File: src/rtl/wsd_pkg.sv
`timescale 1ns / 1ps
// Shared types and constants for the websocket frame deframer.
package wsd_pkg;

   typedef enum logic [2:0] {
      PH_HDR0  = 3'd0,
      PH_HDR1  = 3'd1,
      PH_LEN16 = 3'd2,
      PH_LEN64 = 3'd3,
      PH_MASK  = 3'd4,
      PH_PAY   = 3'd5
   } wsd_phase_type;

   typedef enum logic [2:0] {
      ACT_NONE     = 3'd0,
      ACT_FRAGMENT = 3'd1,
      ACT_MESSAGE  = 3'd2,
      ACT_CLOSE    = 3'd3,
      ACT_PING     = 3'd4,
      ACT_PONG     = 3'd5
   } wsd_action_type;

   localparam logic [6:0] LEN_EXT16 = 7'd126;
   localparam logic [6:0] LEN_EXT64 = 7'd127;
   localparam logic [3:0] OP_CLOSE  = 4'h8;
   localparam logic [3:0] OP_PING   = 4'h9;
   localparam logic [3:0] OP_PONG   = 4'hA;
   localparam logic [3:0] LEN16_BYTES = 4'd2;
   localparam logic [3:0] LEN64_BYTES = 4'd8;
   localparam logic [3:0] KEY_BYTES   = 4'd4;

   typedef struct packed {
      logic           valid;
      logic [7:0]     data_byte;
      logic           data_valid;
      logic [3:0]     frame_opcode;
      logic           frame_fin;
      logic           frame_end;
      wsd_action_type action;
   } wsd_result_type;

endpackage

File: src/rtl/websocket_frame_deframer_core.sv
`timescale 1ns / 1ps
// Websocket frame deframer top level: input handshake, config register, result register.
//
// The req_ channel carries the received frame stream, one byte per transaction.
// The rsp_ channel carries at most one result per input byte: an unmasked
// payload byte, or a header-only frame end when the payload is empty. The
// last result of each frame has rsp_frame_end set and an rsp_action code.
// Header bytes that do not end a frame produce no result.
// A result is registered and appears on rsp_ in the cycle after its byte is accepted.
// One byte is accepted per cycle while no pending result is held by rsp_stall; the
// single decode stage lies between the parser state and the result register.
// While a pending result is held by rsp_stall, req_stall stays high; a byte
// is still accepted in the cycle the result is taken.
// csr_write_enable writes ping_pong_enable; write it only while idle.
// Reset (synchronous, active high) returns the parser to the first header
// byte, empties the result register and sets ping_pong_enable to 1.
module websocket_frame_deframer_core (
   input  logic       clock,
   input  logic       reset,
   input  logic       req_valid,
   output logic       req_stall,
   input  logic [7:0] req_rx_byte,
   output logic       rsp_valid,
   input  logic       rsp_stall,
   output logic [7:0] rsp_data_byte,
   output logic       rsp_data_valid,
   output logic [3:0] rsp_frame_opcode,
   output logic       rsp_frame_fin,
   output logic       rsp_frame_end,
   output logic [2:0] rsp_action,
   input  logic       csr_write_enable,
   input  logic       csr_write_data
);
   import wsd_pkg::*;

   logic           ppen_ff;
   logic           valid_ff, valid_in;
   wsd_result_type result;
   wsd_result_type out_ff;
   logic           accept;

   assign req_stall = valid_ff & rsp_stall;
   assign accept    = req_valid & ~req_stall;

   wsd_parse u_parse (
      .clock            (clock),
      .reset            (reset),
      .step             (accept),
      .rx_byte          (req_rx_byte),
      .ping_pong_enable (ppen_ff),
      .result           (result)
   );

   always_ff @(posedge clock) begin
      if (reset) begin
         ppen_ff <= 1'b1;
      end else if (csr_write_enable) begin
         ppen_ff <= csr_write_data;
      end
   end

   always_comb begin
      valid_in = valid_ff;
      if (accept) begin
         valid_in = result.valid;
      end else if (valid_ff && !rsp_stall) begin
         valid_in = 1'b0;
      end
   end

   always_ff @(posedge clock) begin
      if (reset) begin
         valid_ff <= 1'b0;
      end else begin
         valid_ff <= valid_in;
      end
   end

   always_ff @(posedge clock) begin
      if (accept && result.valid) begin
         out_ff <= result;
      end
   end

   assign rsp_valid        = valid_ff;
   assign rsp_data_byte    = out_ff.data_byte;
   assign rsp_data_valid   = out_ff.data_valid;
   assign rsp_frame_opcode = out_ff.frame_opcode;
   assign rsp_frame_fin    = out_ff.frame_fin;
   assign rsp_frame_end    = out_ff.frame_end;
   assign rsp_action       = 3'(out_ff.action);

endmodule

File: src/rtl/wsd_parse.sv
`timescale 1ns / 1ps
// Header decode, length and mask tracking, and payload unmasking for one byte.
module wsd_parse (
   input  logic                    clock,
   input  logic                    reset,
   input  logic                    step,
   input  logic [7:0]              rx_byte,
   input  logic                    ping_pong_enable,
   output wsd_pkg::wsd_result_type result
);
   import wsd_pkg::*;

   wsd_phase_type phase_ff, phase_in;
   logic          fin_ff, fin_in;
   logic [3:0]    opcode_ff, opcode_in;
   logic          masked_ff, masked_in;
   logic [3:0]    count_ff, count_in;
   logic [63:0]   remain_ff, remain_in;
   logic [31:0]   key_ff, key_in;
   logic [1:0]    index_ff, index_in;

   logic [3:0]     count_inc;
   logic [3:0]     need;
   logic [63:0]    remain_shift;
   logic [7:0]     key_byte;
   wsd_action_type end_action;

   always_ff @(posedge clock) begin
      if (reset) begin
         phase_ff  <= PH_HDR0;
         fin_ff    <= 1'b0;
         opcode_ff <= 4'd0;
         masked_ff <= 1'b0;
         count_ff  <= 4'd0;
         remain_ff <= 64'd0;
         key_ff    <= 32'd0;
         index_ff  <= 2'd0;
      end else if (step) begin
         phase_ff  <= phase_in;
         fin_ff    <= fin_in;
         opcode_ff <= opcode_in;
         masked_ff <= masked_in;
         count_ff  <= count_in;
         remain_ff <= remain_in;
         key_ff    <= key_in;
         index_ff  <= index_in;
      end
   end

   always_comb begin
      if (opcode_ff == OP_CLOSE) begin
         end_action = ACT_CLOSE;
      end else if (ping_pong_enable && opcode_ff == OP_PING) begin
         end_action = ACT_PING;
      end else if (ping_pong_enable && opcode_ff == OP_PONG) begin
         end_action = ACT_PONG;
      end else if (fin_ff) begin
         end_action = ACT_MESSAGE;
      end else begin
         end_action = ACT_FRAGMENT;
      end
   end

   always_comb begin
      case (index_ff)
         2'd0: key_byte = key_ff[31:24];
         2'd1: key_byte = key_ff[23:16];
         2'd2: key_byte = key_ff[15:8];
         default: key_byte = key_ff[7:0];
      endcase
   end

   assign count_inc    = count_ff + 4'd1;
   assign need         = (phase_ff == PH_LEN16) ? LEN16_BYTES : LEN64_BYTES;
   assign remain_shift = {remain_ff[55:0], rx_byte};

   always_comb begin
      phase_in  = phase_ff;
      fin_in    = fin_ff;
      opcode_in = opcode_ff;
      masked_in = masked_ff;
      count_in  = count_ff;
      remain_in = remain_ff;
      key_in    = key_ff;
      index_in  = index_ff;

      result.valid        = 1'b0;
      result.data_byte    = 8'd0;
      result.data_valid   = 1'b0;
      result.frame_opcode = opcode_ff;
      result.frame_fin    = fin_ff;
      result.frame_end    = 1'b0;
      result.action       = ACT_NONE;

      case (phase_ff)
         PH_HDR1: begin
            masked_in = rx_byte[7];
            count_in  = 4'd0;
            remain_in = 64'd0;
            if (rx_byte[6:0] == LEN_EXT16) begin
               phase_in = PH_LEN16;
            end else if (rx_byte[6:0] == LEN_EXT64) begin
               phase_in = PH_LEN64;
            end else begin
               remain_in = {57'd0, rx_byte[6:0]};
               if (rx_byte[7]) begin
                  phase_in = PH_MASK;
               end else if (rx_byte[6:0] == 7'd0) begin
                  phase_in         = PH_HDR0;
                  result.valid     = 1'b1;
                  result.frame_end = 1'b1;
                  result.action    = end_action;
               end else begin
                  phase_in = PH_PAY;
               end
            end
         end
         PH_LEN16, PH_LEN64: begin
            remain_in = remain_shift;
            count_in  = count_inc;
            if (count_inc >= need) begin
               if (masked_ff) begin
                  phase_in = PH_MASK;
                  count_in = 4'd0;
               end else if (remain_shift == 64'd0) begin
                  phase_in         = PH_HDR0;
                  result.valid     = 1'b1;
                  result.frame_end = 1'b1;
                  result.action    = end_action;
               end else begin
                  phase_in = PH_PAY;
               end
            end
         end
         PH_MASK: begin
            key_in   = {key_ff[23:0], rx_byte};
            count_in = count_inc;
            if (count_inc >= KEY_BYTES) begin
               if (remain_ff == 64'd0) begin
                  phase_in         = PH_HDR0;
                  result.valid     = 1'b1;
                  result.frame_end = 1'b1;
                  result.action    = end_action;
               end else begin
                  phase_in = PH_PAY;
               end
            end
         end
         PH_PAY: begin
            index_in          = index_ff + 2'd1;
            remain_in         = remain_ff - 64'd1;
            result.valid      = 1'b1;
            result.data_valid = 1'b1;
            result.data_byte  = masked_ff ? (rx_byte ^ key_byte) : rx_byte;
            if (remain_ff == 64'd1) begin
               phase_in         = PH_HDR0;
               result.frame_end = 1'b1;
               result.action    = end_action;
            end
         end
         default: begin
            fin_in    = rx_byte[7];
            opcode_in = rx_byte[3:0];
            masked_in = 1'b0;
            key_in    = 32'd0;
            index_in  = 2'd0;
            count_in  = 4'd0;
            remain_in = 64'd0;
            phase_in  = PH_HDR1;
         end
      endcase
   end

endmodule

File: config.mk
export PLATFORM = sky130hd
export DESIGN_NAME = websocket_frame_deframer_core
export DESIGN_NICKNAME = d
export VERILOG_FILES = /design/src/rtl/wsd_pkg.sv /design/src/rtl/websocket_frame_deframer_core.sv /design/src/rtl/wsd_parse.sv
export SDC_FILE = /design/constraint.sdc
export NUM_CORES = 1
export LEC_CHECK = 0
export ABC_AREA = 1
export BUFFER_PORTS_ARGS = -buffer_cell sky130_fd_sc_hd__buf_2
export CAP_MARGIN = 20
export CELL_PAD_IN_SITES_DETAIL_PLACEMENT = 1
export CELL_PAD_IN_SITES_GLOBAL_PLACEMENT = 1
export CORE_MARGIN = 2
export CORE_UTILIZATION = 44
export DETAILED_ROUTE_END_ITERATION = 10
export PLACE_DENSITY = 0.89
export SLEW_MARGIN = 20
export SYNTH_ARGS = -nofsm -noshare
export SYNTH_HDL_FRONTEND = slang
export SYNTH_HIERARCHICAL = 1
export SYNTH_SLANG_ARGS = --single-unit
File: constraint.sdc
create_clock -name clock -period 3.79 [get_ports clock]
set_clock_uncertainty 0.2 [all_clocks]
set_input_delay 0.758 -clock clock [delete_from_list [all_inputs] [get_ports clock]]
set_output_delay 0.758 -clock clock [all_outputs]
set_load 0.05 [all_outputs]
==> results by group <==
Floorplan
  • Initial Utilization: 45.1%
  • Num rows: 50
  • Chip width: 143 µm
  • Die H: 143 µm
  • Die ar.: 20400 µm²
  • I/O pins: 34
  • Core area: 18800 µm²

Worst setup path
  • Slowest-stage cell, CP: dfxtp_1
  • Levels on crit path: 13
  • RR Startpoint: u_parse/count_ff[0]$_SDFFE_PP0P_
  • Critical path startpoint category: flip-flop
  • CP Class: flip-flop to flip-flop
  • Reg2reg setup slack: 860 ps
  • Crit path cell chain: nand3_1 > xor2_1 > inv_1 > ha_1 > nand2_1 > nand2_1 > nand2_1 > nor2_2 > o21ai_2 > a31oi_1 > inv_1 > nor3_2 > buf_4
  • Crit path buffers/inverters: 3
  • FF-to-FF End: rsp_action[2]$_DFFE_PP_
  • Crit path max-delay family: simple AND/OR/NAND/NOR gates
  • CP endpoint kind: flip-flop
  • Crit-path max FO: 18
  • R2R depth: 13
  • Largest stage delay on the critical path: 410 ps
  • Worst path most repeated cell: nand2_1
  • Crit. Startpoint: u_parse/count_ff[0]$_SDFFE_PP0P_
  • CP Data Arrival Time: 2850 ps
  • CP required: 3710 ps

Logic synthesis
  • Post-synthesis cell type count: 35
  • Net Count, Synth: 1393
  • YS warnings: 6
  • Post-synth EDFFs: 18
  • Avg Inst Size Synth: 6.20 µm²
  • Top post-synthesis cells by area: dfxtp_1, nand2_1, a21oi_1
  • FF+latch count, synth: 131
  • Synth Flop Type: dfxtp_1
  • Most frequent cell after synthesis: nand2_1
  • Commonest cells post-synth: nand2_1, nor2_1, a21oi_1, inv_1, dfxtp_1
  • Ys async rst share: 0%
  • Post-synth top area share: 26.7%
  • Gate Count Post-Synth: 1368
  • Largest area contributor in the netlist: dfxtp_1
  • Post-Syn Area: 8490 µm²
  • Seq/Total Area, Yosys: 33.0%

Timing
  • Worst setup margin: 861 ps
  • Final Critical Period: 2930 ps
  • Final Setup Violations: 0
  • Period utilisation layout: 77.3%
  • Worst Max-Slew Pin Slew: 815 ps
  • Max Slew Vio Count: 0
  • Slew HR: 45.7%
  • RSZ-0062 raised after global routing: false
  • Hold Vio Cnt, Final: 0
  • Hold_ws: 263 ps
  • Fin Setup TNS: 0 ps
  • Max Freq: 341 MHz

Drt
  • Vias: 9187
  • Routed wl met2: 14.7 mm
  • Iter 0 DRT Violations: 529
  • Routed wire length: 29.7 mm
  • Highest routed layer: met4
  • Number of routed nets with antenna violations: 0
  • Detailed-route vias per instance: 5.56
  • Metal3 WL: 1.12 mm
  • Routed WL per cell: 18.0 µm
  • Length of the first detailed-routing pass in iterations: 5
  • Drc violations: 0
  • Post-Route M1 WL: 12.6 mm

Power
  • Leak Pwr: 4.20 nW
  • Total power: 0.00376 W
  • VDD IR max: 0.293 mV
  • Pwr dens: 400 nW/µm²

Placed design
  • HPWL after DPL: 20.2 mm
  • GP Congestion: 0.877
  • Port Buffers: 33
  • Worst slack, placed: 904 ps

Flow run
  • Max-cap violations: 0

Global route
  • Number of global-route vias before repair: 9690
  • Remaining global-route overflow: 0
  • Antenna violations before repair: 0
  • First-pass GRT wire length: 48.1 mm
  • Tot GR Track Use: 30.0%
  • Largest net degree at the start of global routing: 65

CTS
  • Clock transition at path regs: 70 ps
  • Worst-skew pair later-pin latency: 430 ps
  • Clock Sinks: 131
  • Clk root buf: clkbuf_16
  • Post-cts resize count: 0
  • CTS Buf Count: 17
  • Post-CTS Hold Buffers: 0
  • Htree depth: 4
  • Max Root-Sink Buffers: 2
  • CTS tree: built
  • Post-CTS Setup Bufs: 0

Layout
  • Final nets: 1404
  • FF+latch area: 2800 µm²
  • FILL cells: 2617
  • Share of layout cells above drive strength 1: 9.91%
  • Final core occ: 49.9%
  • Footprint of the multi-input gates: 4920 µm²
  • Area Overhead vs Synth: 10.7%
  • Antenna diode count: 0

Outcome
  • Status: completed

Hold path
  • WHS Endpoint: rsp_frame_opcode[3]$_DFFE_PP_
  • Hold Crit Class: flip-flop to flip-flop
  • Hold Crit Start: u_parse/opcode_ff[3]$_SDFFE_PP0P_
  • Hold Crit Depth: 0
worst register-to-register path: stages, from the launching register on:
cell,delay [ps]
dfxtp_1,410
nand3_1,120
xor2_1,270
inv_1,110
ha_1,300
nand2_1,70
nand2_1,80
nand2_1,60
nor2_2,140
o21ai_2,80
a31oi_1,150
inv_1,110
nor3_2,210
buf_4,300
worst max-delay path by stage:
stage	to	slack, ps
after global placement	rsp_data_byte[1]$_DFFE_PP_	990
final	rsp_action[2]$_DFFE_PP_	860
after global routing	rsp_data_valid$_DFFE_PP_	640
after CTS	rsp_action[2]$_DFFE_PP_	840
after detailed placement	rsp_data_byte[1]$_DFFE_PP_	900
after floorplan	rsp_action[0]$_DFFE_PP_	860
layout by cell type, fill, tap and decap left out, drive strengths merged:
cell / instances
o221ai: 8
nand2: 466
xor2: 3
edfxtp: 18
o22ai: 10
clkinv: 4
nor2: 197
dfxtp: 113
o21bai: 2
a21oi: 134
a31oi: 1
clkbuf: 18
nor3: 7
o31ai: 1
o21ai: 77
nand4: 18
nand3: 89
inv: 149
a211oi: 19
nand3b: 2
ha: 11
buf: 45
kinds of logic (layout without fill, tap and decap cells):
logic type,count (synthesis),in the layout,synth area share (%)
XOR/XNOR,3,3,0.310
AND/OR/NAND/NOR,779,779,39.9
flip-flops,131,131,33.0
adder cells (fa/ha/maj),11,11,1.62
buffers and inverters,192,216,9.04
AO/OA/AOI/OAI,252,252,16.1
metal layers:
metal | track usage [%] | up-vias
met5 | 0 | -
met4 | 15.0 | 0
met3 | 4.63 | 84
met2 | 53.3 | 249
met1 | 35.1 | 4412
li1 | - | 4442
state kept, by name (all words and copies together) (netlist names):
signal / cells
ppen_ff: 1
u_parse/index_ff: 2
rsp_frame_fin: 1
rsp_action: 3
u_parse/opcode_ff: 4
rsp_frame_end: 1
rsp_frame_opcode: 4
u_parse/key_ff: 32
rsp_valid: 1
u_parse/fin_ff: 1
u_parse/phase_ff: 3
rsp_data_byte: 8
u_parse/remain_ff: 64
u_parse/masked_ff: 1
u_parse/count_ff: 4
rsp_data_valid: 1
power breakdown:
part	internal, W	total [W]	leakage (nW)	switching, W
registers	0.00144	0.00148	1.08	0.0000359
clock network	0.000889	0.00165	0.286	0.000757
logic	0.000167	0.000632	2.84	0.000465
per-stage QoR:
stage / area (µm²) / std cells
after floorplan: 8490 / 1368
after global placement: 8830 / 1620
after detailed placement: 8830 / 1620
after CTS: 9400 / 1652
after global routing: 9400 / 1652
final: 9400 / 1652
final cells by class:
type                    count  share of cell area (%)
clock buffers              18                    4.67
flip-flops and latches    131                    29.8
well taps                 260                    3.46
clock inverters            14                    1.44
multi-input cells        1045                    52.3
inverters                 139                    5.55
repair buffers             45                    2.74
No activity file was read; power rests on OpenSTA's default activity.
